File: config.mk
export PLATFORM = sky130hd
export DESIGN_NAME = ptbl_ctrl
export DESIGN_NICKNAME = d
export VERILOG_FILES = /design/src/rtl/ptbl_pkg.sv /design/src/rtl/ptbl_ctrl.sv
export SDC_FILE = /design/constraint.sdc
export NUM_CORES = 1
export LEC_CHECK = 0
export BUFFER_PORTS_ARGS = -buffer_cell sky130_fd_sc_hd__buf_2
export CORE_AREA = 2 2 39 41
export CTS_CLUSTER_DIAMETER = 200
export DETAILED_ROUTE_END_ITERATION = 6
export DIE_AREA = 0 0 41 43
export PLACE_DENSITY = 0.45
export SLEW_MARGIN = 20
export SYNTH_ARGS = -nofsm -noshare
export SYNTH_HDL_FRONTEND = slang
export SYNTH_SLANG_ARGS = --single-unit
export TNS_END_PERCENT = 30
File: constraint.sdc
create_clock -name clock -period 1.65 [get_ports clock]
set_input_delay 0.165 -clock clock [delete_from_list [all_inputs] [get_ports clock]]
set_output_delay 0.165 -clock clock [all_outputs]
set_load 0.02 [all_outputs]
File: src/rtl/ptbl_pkg.sv
package ptbl_pkg;

   // Field widths
   localparam int CLIENT_W = 12;
   localparam int TIME_W   = 32;
   localparam int BURST_W  = 8;
   localparam int RATE_W   = 24;
   localparam int LEVEL_W  = 24;
   localparam int FRAC_W   = 16;
   localparam int PROD_W   = TIME_W + RATE_W;
   localparam int SUM_W    = PROD_W + 1;
   localparam int ENTRY_W  = 1 + TIME_W + LEVEL_W;

   // Stream word widths, padded to whole bytes
   localparam int REQ_DATA_W = 48;
   localparam int RSP_DATA_W = 16;

   // Configuration port
   localparam int CSR_INDEX_W = 8;
   localparam int CSR_DATA_W  = 32;
   localparam logic [CSR_INDEX_W-1:0] CSR_BURST_TOKENS    = 8'd0;
   localparam logic [CSR_INDEX_W-1:0] CSR_REFILL_PER_TICK = 8'd1;

   localparam logic [BURST_W-1:0] BURST_RESET  = 8'd180;
   localparam logic [RATE_W-1:0]  REFILL_RESET = 24'd786;

   localparam logic [LEVEL_W-1:0] ONE_TOKEN = 24'h01_0000;

   typedef enum logic [2:0] {
      ST_CLEAR,
      ST_IDLE,
      ST_REDUCE,
      ST_READ,
      ST_DIFF,
      ST_MUL,
      ST_ADD,
      ST_SAT
   } state_type;

   typedef struct packed {
      logic clear;
      logic capture;
      logic reduce;
      logic rd_en;
      logic diff;
      logic mul;
      logic add;
      logic commit;
   } cmd_type;

   typedef struct packed {
      logic clr_done;
      logic need_reduce;
      logic out_free;
   } status_type;

endpackage

File: src/rtl/ptbl_ctrl.sv
module ptbl_ctrl (
   input  logic                 clock,
   input  logic                 reset,
   input  logic                 req_tvalid,
   output logic                 req_tready,
   input  ptbl_pkg::status_type status,
   output ptbl_pkg::cmd_type    cmd
);

   ptbl_pkg::state_type state_ff, state_in;

   always_ff @(posedge clock) begin
      if (reset) begin
         state_ff <= ptbl_pkg::ST_CLEAR;
      end else begin
         state_ff <= state_in;
      end
   end

   always_comb begin
      state_in = state_ff;
      unique case (state_ff)
         ptbl_pkg::ST_CLEAR: begin
            if (status.clr_done) state_in = ptbl_pkg::ST_IDLE;
         end
         ptbl_pkg::ST_IDLE: begin
            if (req_tvalid) begin
               state_in = status.need_reduce ? ptbl_pkg::ST_REDUCE : ptbl_pkg::ST_READ;
            end
         end
         ptbl_pkg::ST_REDUCE: state_in = ptbl_pkg::ST_READ;
         ptbl_pkg::ST_READ: state_in = ptbl_pkg::ST_DIFF;
         ptbl_pkg::ST_DIFF: state_in = ptbl_pkg::ST_MUL;
         ptbl_pkg::ST_MUL:  state_in = ptbl_pkg::ST_ADD;
         ptbl_pkg::ST_ADD:  state_in = ptbl_pkg::ST_SAT;
         ptbl_pkg::ST_SAT: begin
            if (status.out_free) state_in = ptbl_pkg::ST_IDLE;
         end
         default: state_in = ptbl_pkg::ST_CLEAR;
      endcase
   end

   always_comb begin
      cmd        = '0;
      req_tready = 1'b0;
      unique case (state_ff)
         ptbl_pkg::ST_CLEAR:  cmd.clear = 1'b1;
         ptbl_pkg::ST_IDLE: begin
            req_tready  = 1'b1;
            cmd.capture = req_tvalid;
         end
         ptbl_pkg::ST_REDUCE: cmd.reduce = 1'b1;
         ptbl_pkg::ST_READ:   cmd.rd_en  = 1'b1;
         ptbl_pkg::ST_DIFF:   cmd.diff   = 1'b1;
         ptbl_pkg::ST_MUL:    cmd.mul    = 1'b1;
         ptbl_pkg::ST_ADD:    cmd.add    = 1'b1;
         ptbl_pkg::ST_SAT:    cmd.commit = status.out_free;
         default: cmd = '0;
      endcase
   end

endmodule

==> Yosys cells after proc, flatten, opt, wreduce, memory -nomap -nowiden <==
Cells that the tools add are included.
{ "totals": {"ff_bits": 3, "latch_bits": 0, "ramBits": 0, "rom_bits": 0, "in_bits": 6, "output_inout_bits": 9, "wordCells": 27, "mem_count": 0} }
{ "classes": {"addsub": 0, "mul": 0, "div": 0, "order_cmp": 0, "eq_ne": 10, "shift": 0, "mux": 14, "n_bitwise": 0, "n_reduce_logical": 2} }
{ "ops": {"columns": ["cell", "count"], "rows": [
  ["case mux 3 bit (8 select lines)", 1],
  ["equality test 3 bit, second input constant", 4],
  ["two-way mux 1 bit", 10],
  ["two-way mux 3 bit", 3],
  ["equality test 3 x 2 -> 1 bit, second input constant", 2],
  ["inequality test 2 bit, second input constant", 3],
  ["equality test 3 x 1 -> 1 bit, second input constant", 1],
  ["zero test 3 bit", 1],
  ["AND reduction 3 bit", 1]
]} }

==> Depth between registers and ports, before layout <==
Gate-level depths: netlist (run 1).
{ "logic_depth": {"depth_word": 3, "depth_mapped": 3, "ltp_nobuf": 2} }

==> Worst setup path after synthesis (run 1) <==
No wires, ideal clock.
{ "synth_path": {"kind": "flip-flop to output port", "startpoint": "reg state_ff[1]", "endpoint": "out cmd[1] (netlist bit)", "arrival_time_ns": 1.052, "required_time_ns": 1.485, "setup_slack_ns": 0.433, "stages_incl_launch_ff": 4, "path_buffers": 1, "path_cell_list": "dfxtp_1 -> buf_6 -> inv_1 -> nor3b_1"} }
{ "synth_rtl": {"columns": ["element", "line", "rtl"], "rows": [
  ["start, declared", "ptbl_ctrl.sv:10", "ptbl_pkg::state_type state_ff, state_in;"],
  ["start signal, assigned", "ptbl_ctrl.sv:14", "state_ff <= ptbl_pkg::ST_CLEAR;"],
  ["start signal, assigned", "ptbl_ctrl.sv:16", "state_ff <= state_in;"],
  ["end, declared", "ptbl_ctrl.sv:7", "output ptbl_pkg::cmd_type cmd"]
]} }

==> key figures, run 1 <==
Synth
  – Syn_nets: 33
  – Sequential element share of the synthesized area: 27.6%
  – FF+latch count, synth: 3
  – Cells after synthesis: 27
  – Compound-Gate Fraction of Synth Area: 21.8%
  – Main combinational cell family by area after synthesis: simple AND/OR/NAND/NOR gates
  – Mux cell area share after synthesis: 0%
  – Post-synthesis adder-cell area fraction: 0%
  – Count of unique library cells instantiated by Yosys: 17
  – Post-synthesis xor/xnor area fraction: 0%
  – Mean Syn Cell Area: 8.06 um2
  – Simple-gate share of the synthesized area: 36.2%
  – Post-Syn Area: 218 um2
  – Ys Warns: 0

STA
  – # setup viols final: 0
  – Max Clock Skew: 0.00161 ns
  – Post-route setup TNS: 0 ns
  – Worst-Margin Slew: 0.359 ns
  – Unrepaired setup endpoints after global routing: no
  – Final worst path period need: 1.48 ns
  – Count of final max-slew check failures: 0
  – Period utilization: 89.7%
  – Peak Freq: 676 MHz
  – Slew headroom: 76.0%
  – Count of final hold-check violations: 0

Min path
  – Hold Path Stages: 2
  – HP Start: reset
  – Hold Crit Class: in -> reg

Routing
  – ANT nets after route: 0
  – Met3 routed WL: 40 um
  – Met2 WL: 258 um
  – DR top layer: met3
  – Post-route DRC violation count: 0
  – Post-Route WL: 536 um
  – WL met1: 238 um
  – First-pass DRT Iterations: 4
  – DR WL/cell: 9.24 um
  – Via count: 252
  – Initial DRC count: 4
  – Vias per inst: 4.34

Layout
  – Finished Layout Cells: 58
  – Layout area overhead: 40.8%
  – Share of cells above drive strength 1: 42.9%
  – Final instance area: 307 um2
  – Leading registers by flop count: state_ff (3)
  – Most frequent cells in the layout: buf_2, nor2_1, nor3_1, clkbuf_4, dfxtp_1
  – N_diodes: 0
  – Final #Nets: 49
  – Reg with most FFs: state_ff
  – Fillers: 156
  – Seq. cell area: 60.1 um2
  – Most common cell after layout, fill and taps aside: buf_2
  – Largest register FFs: 3
  – Area of the multi-input gates: 126 um2

Power and ir drop
  – Switching share of total power: 34.1%
  – Total power: 316 uW
  – Switch Pwr: 108 uW
  – Sequential share of power: 32.9%
  – Clock power share: 40.8%
  – PwrDens: 1030 nW/um2
  – Total internal power: 208 uW
  – Worst IR Drop VDD: 257 uV
  – Comb pwr share: 26.4%
  – Leakage: 0.000156 uW

Global routing
  – Grt ovf: 0
  – First-pass GRT wire length: 876 um
  – Initial antenna violation count: 0
  – Largest net degree at the start of global routing: 13
  – Vias in the first global route: 207
  – Tot GR Track Use: 7.31%

Status
  – Status: complete, no violations

CTS
  – H-tree levels: 1
  – Total setup buffers inserted after CTS: 0
  – Clock Sink Count: 3
  – Clock Tree Root: clkbuf_4
  – Worst-path clk slew: 0.04 ns
  – Latest clock arrival within the worst-skew pair: 0.23 ns
  – CTS hold repair buffers: 0
  – CTS tree: yes
  – TritonCTS Buffers: 3
  – Resized Gates After CTS: 0
  – Worst-case clock buffer depth: 2

Floorplan
  – DIE AREA: 1760 um2
  – IO Pins: 15
  – Die X: 41 um
  – Initial Util: 15.7%
  – Die height: 43 um
  – Core ar.: 1380 um2
  – Core Rows: 14

Place
  – Final GP Congestion: 0.655
  – Post-detail-place hpwl: 401 um
  – Area of placed instances: 280 um2
  – Placed Cells: 54
  – PortBufs: 14

Setup path
  – Critical path endpoint category: primary output
  – Crit Path Category: reg -> out
  – CP arrival: 1.31 ns
  – Crit Path Max Fanout: 12
  – Setup crit start: state_ff[1]
  – R2R cell count: 2
  – Required @ worst endpoint: 1.48 ns
  – Startpoint types: flop
  – Reg-to-reg startpoint: state_ff[2]

Job
  – Max-cap viol count: 0
==> power groups by stage <==
stage | logic, uW | clock network (uW) | registers (uW)
3_3_place_gp | 84.5 | 0 | 104
5_1_grt | 93.0 | 137 | 107
2_1_floorplan | 82.9 | 0 | 86.5
3_5_place_dp | 84.6 | 0 | 105
6_report | 83.3 | 129 | 104
4_1_cts | 84.6 | 136 | 103
==> metrics by stage <==
stage               hold WS [ns]  util (%)  worst slack, ns
floorplan                  0.237         -            0.433
global placement           0.373      20.3            0.479
detailed placement         0.372      20.3            0.422
CTS                        0.122      22.2            0.167
global route               0.141      22.2           0.0174
finish                     0.127      22.2            0.170
==> cell usage after synthesis, drive strengths merged <==
cell type / n / area share (%)
inv: 1 / 1.7
buf: 3 / 13
and4: 1 / 4.0
and3: 1 / 2.9
nor3b: 2 / 6.9
a21oi: 1 / 2.3
nand2b: 2 / 5.7
dfxtp: 3 / 28
nor2: 4 / 6.9
nor3: 3 / 6.9
a211oi: 1 / 3.4
nor4: 1 / 2.9
a21bo: 1 / 4.6
a211o: 1 / 4.0
a21boi: 1 / 3.4
a311oi: 1 / 4.0
==> final timing paths <==
path | endpoint | slack (ns)
min | state_ff[0] | 0.13
min reg2reg | state_ff[1] | 0.64
max | cmd[1] | 0.17
max reg2reg | state_ff[1] | 0.51
==> cells by family after synthesis <==
| group | Yosys count |
|---|---|
| simple gates | 14 |
| compound gates | 6 |
| buf+inv | 4 |
| flops | 3 |
==> routing by layer <==
layer	vias up	GRT usage (%)
met2	8	9.38
li1	129	-
met5	-	0
met3	0	2.09
met1	115	9.58
met4	0	6.00
==> layout make-up <==
class | instances | share of cell area [%]
Multi-Input combinational cell | 20 | 41.2
Timing Repair Buffer | 14 | 22.9
Sequential cell | 3 | 19.6
Clock buffer | 4 | 8.57
Tap cell | 16 | 6.53
Inverter | 1 | 1.22
==> worst max-delay path, stage by stage, from the launching register on <==
cell,delay (ns)
dfxtp_1,0.52
inv_1,0.14
nor3b_1,0.22
buf_2,0.20
Note: power is estimated with default switching activity, not from simulation.
==> run 2, diff against run 1 <==
- BUFFER_PORTS_ARGS: -buffer_cell sky130_fd_sc_hd__buf_2 -> not set
- DONT_BUFFER_PORTS: not set -> 1
- PLACE_DENSITY: 0.45 -> 0.35
- SKIP_LAST_GASP: not set -> 1
==> run 2 against run 1 <==
  * Setup slack improved by 0.014 ns
  * Power shrank 1.7%
  * Count of clock-buffer cells in the layout did not move
  * Sequential power about the same
  * Final cell count shrank 16%
  * Register-to-register slack about the same
  * Maximum frequency is 0.96% higher
  * Clock skew up 0.0019 ns
  * Sequential share of layout area up 2.1 points
  * Combinational power decreased by 6.0%
  * Hold slack worse by 0.12 ns
  * Utilization decreased by 2.2 points
  * Critical endpoint unchanged
  * Highest routed layer unchanged
==> key figures, run 2 (synthesis results as in run 1) <==
Routing
  – Via count: 210 (-17%)
  – First-pass DRT Iterations: 3 (-1)
  – DR WL/cell: 11.3 um (+22%)
  – Post-route DRC violation count: 0 (unchanged)
  – ANT nets after route: 0 (unchanged)
  – Initial DRC count: 4 (unchanged)
  – Vias per inst: 4.29 (-1.4%)
  – Post-Route WL: 554 um (+3.4%)

Layout
  – Most frequent cells in the layout: nor2_1, buf_4, nor3_1, clkbuf_4, dfxtp_1
  – Share of cells above drive strength 1: 24.2% (-19 points)
  – Reg with most FFs: state_ff
  – Layout area overhead: 27.0%
  – N_diodes: 0 (unchanged)
  – Fin util: 20.0% (-2.2 points)
  – Final #Nets: 40 (-18%)
  – Largest register FFs: 3 (unchanged)
  – Final instance area: 277 um2 (-9.8%)
  – Leading registers by flop count: state_ff (3)

STA
  – Post-route setup TNS: 0 ns (unchanged)
  – Max Clock Skew: 0.00348 ns (+0.00186 ns)
  – Count of final max-slew check failures: 0 (unchanged)
  – Peak Freq: 682 MHz (+0.96%)
  – Period utilization: 88.8% (-0.85 points)
  – Unrepaired setup endpoints after global routing: no
  – Count of final hold-check violations: 0 (unchanged)
  – Worst-Margin Slew: 0.383 ns (+0.0241 ns)
  – Slew headroom: 74.3% (-1.7 points)
  – Final worst path period need: 1.47 ns (-0.0141 ns)
  – # setup viols final: 0 (unchanged)

Power and ir drop
  – Worst IR Drop VDD: 245 uV (-4.8%)
  – Total power: 310 uW (-1.7%)
  – Leakage: 0.000114 uW (-27%)
  – PwrDens: 1120 nW/um2 (+9.0%)

Floorplan
  – DIE AREA: 1760 um2 (unchanged)
  – IO Pins: 15 (unchanged)
  – Die X: 41 um (unchanged)
  – Initial Util: 15.7% (unchanged)
  – Core ar.: 1380 um2 (unchanged)
  – Core Rows: 14 (unchanged)
  – Die height: 43 um (unchanged)

Place
  – Final GP Congestion: 0.627 (-4.3%)
  – PortBufs: 0 (-14)
  – Post-detail-place hpwl: 401 um (about the same)
  – Area of placed instances: 240 um2 (-14%)

Setup path
  – R2R cell count: 2 (unchanged)
  – Critical path endpoint category: primary output
  – Reg-to-reg startpoint: state_ff[2]
  – Crit Path Max Fanout: 12 (unchanged)
  – Required @ worst endpoint: 1.48 ns (about the same)
  – Startpoint types: flop
  – Setup crit start: state_ff[1]
  – CP arrival: 1.30 ns (about the same)
  – Crit Path Category: reg -> out

Status
  – Status: complete, no violations

Min path
  – HP Start: reset
  – Hold Crit Class: in -> reg
  – Hold Path Stages: 1 (-1)

Global routing
  – Vias in the first global route: 217 (+4.8%)
  – Tot GR Track Use: 8.02% (+0.71 points)
  – Grt ovf: 0 (unchanged)
  – Largest net degree at the start of global routing: 13 (unchanged)
  – First-pass GRT wire length: 910 um (+3.9%)
  – Initial antenna violation count: 0 (unchanged)

CTS
  – H-tree levels: 1 (unchanged)
  – Worst-case clock buffer depth: 2 (unchanged)
  – Worst-path clk slew: 0.04 ns (about the same)
  – Clock Sink Count: 3 (unchanged)
  – CTS tree: yes
  – Resized Gates After CTS: 0 (unchanged)
  – Latest clock arrival within the worst-skew pair: 0.23 ns (about the same)
  – Clock Tree Root: clkbuf_4
  – TritonCTS Buffers: 3 (unchanged)

Job
  – Max-cap viol count: 0 (unchanged)
-- run 2: cell types whose count changed in the layout (fill, tap and decap cells not counted) --
cell,previous run,this run
dlygate4sd3_1,0,1
buf_2,14,0
buf_4,0,4
-- run 2: report_power, final --
part	leakage, uW	internal (uW)	total, uW	switching [uW]
logic	0.0000745	33.5	78.3	44.8
clock network	0.0000150	90.7	129	38.2
registers	0.0000248	81.1	103	22.0
total	0.000114	205	310	105
-- run 2: worst paths after layout --
path                      end  slack, ns
setup / recovery       cmd[1]       0.18
hold reg to reg   state_ff[1]       0.63
setup reg to reg  state_ff[1]       0.51
hold / removal    state_ff[2]       0.01
-- run 2: cell type report --
type | instances | area (um2)
Clock buffer | 4 | 26.3
Fill cell | 160 | 1110
Inverter | 1 | 3.75
Multi-Input combinational cell | 20 | 126
Sequential cell | 3 | 60.1
Tap cell | 16 | 20.0
Timing Repair Buffer | 5 | 40.0
-- run 2: timing repair --
| item | CTS | global route |
|---|---|---|
| hold buffers | 1 | 0 |
| endpoints found under the hold margin | 1 | 0 |
| setup buffers | 0 | 0 |
-- run 2: worst max-delay path: stages (launching register included) --
cell and delay [ns]:
dfxtp_1 0.51, inv_1 0.14, nor3b_1 0.24, buf_4 0.18
-- run 2: per-stage QoR --
step | worst slack (ns) | hold slack [ns] | instances
floorplan | 0.433 | 0.237 | 27
global placement | 0.506 | 0.243 | 44
detailed placement | 0.444 | 0.244 | 44
CTS | 0.174 | 0.00334 | 49
global route | 0.0780 | 0.0120 | 49
finish | 0.184 | 0.0107 | 49
-- run 2: metal layers --
layer  global-route usage [%]  vias to the layer above  routed length [um]  share of wire (%)
met1                     8.33                       90                 226                 41
met2                     12.2                        9                 280                 51
li1                         -                      111                   -                  -
met3                     3.14                        0                  48                8.7
met4                     6.00                        0                   0                  0
met5                        0                        -                   0                  0
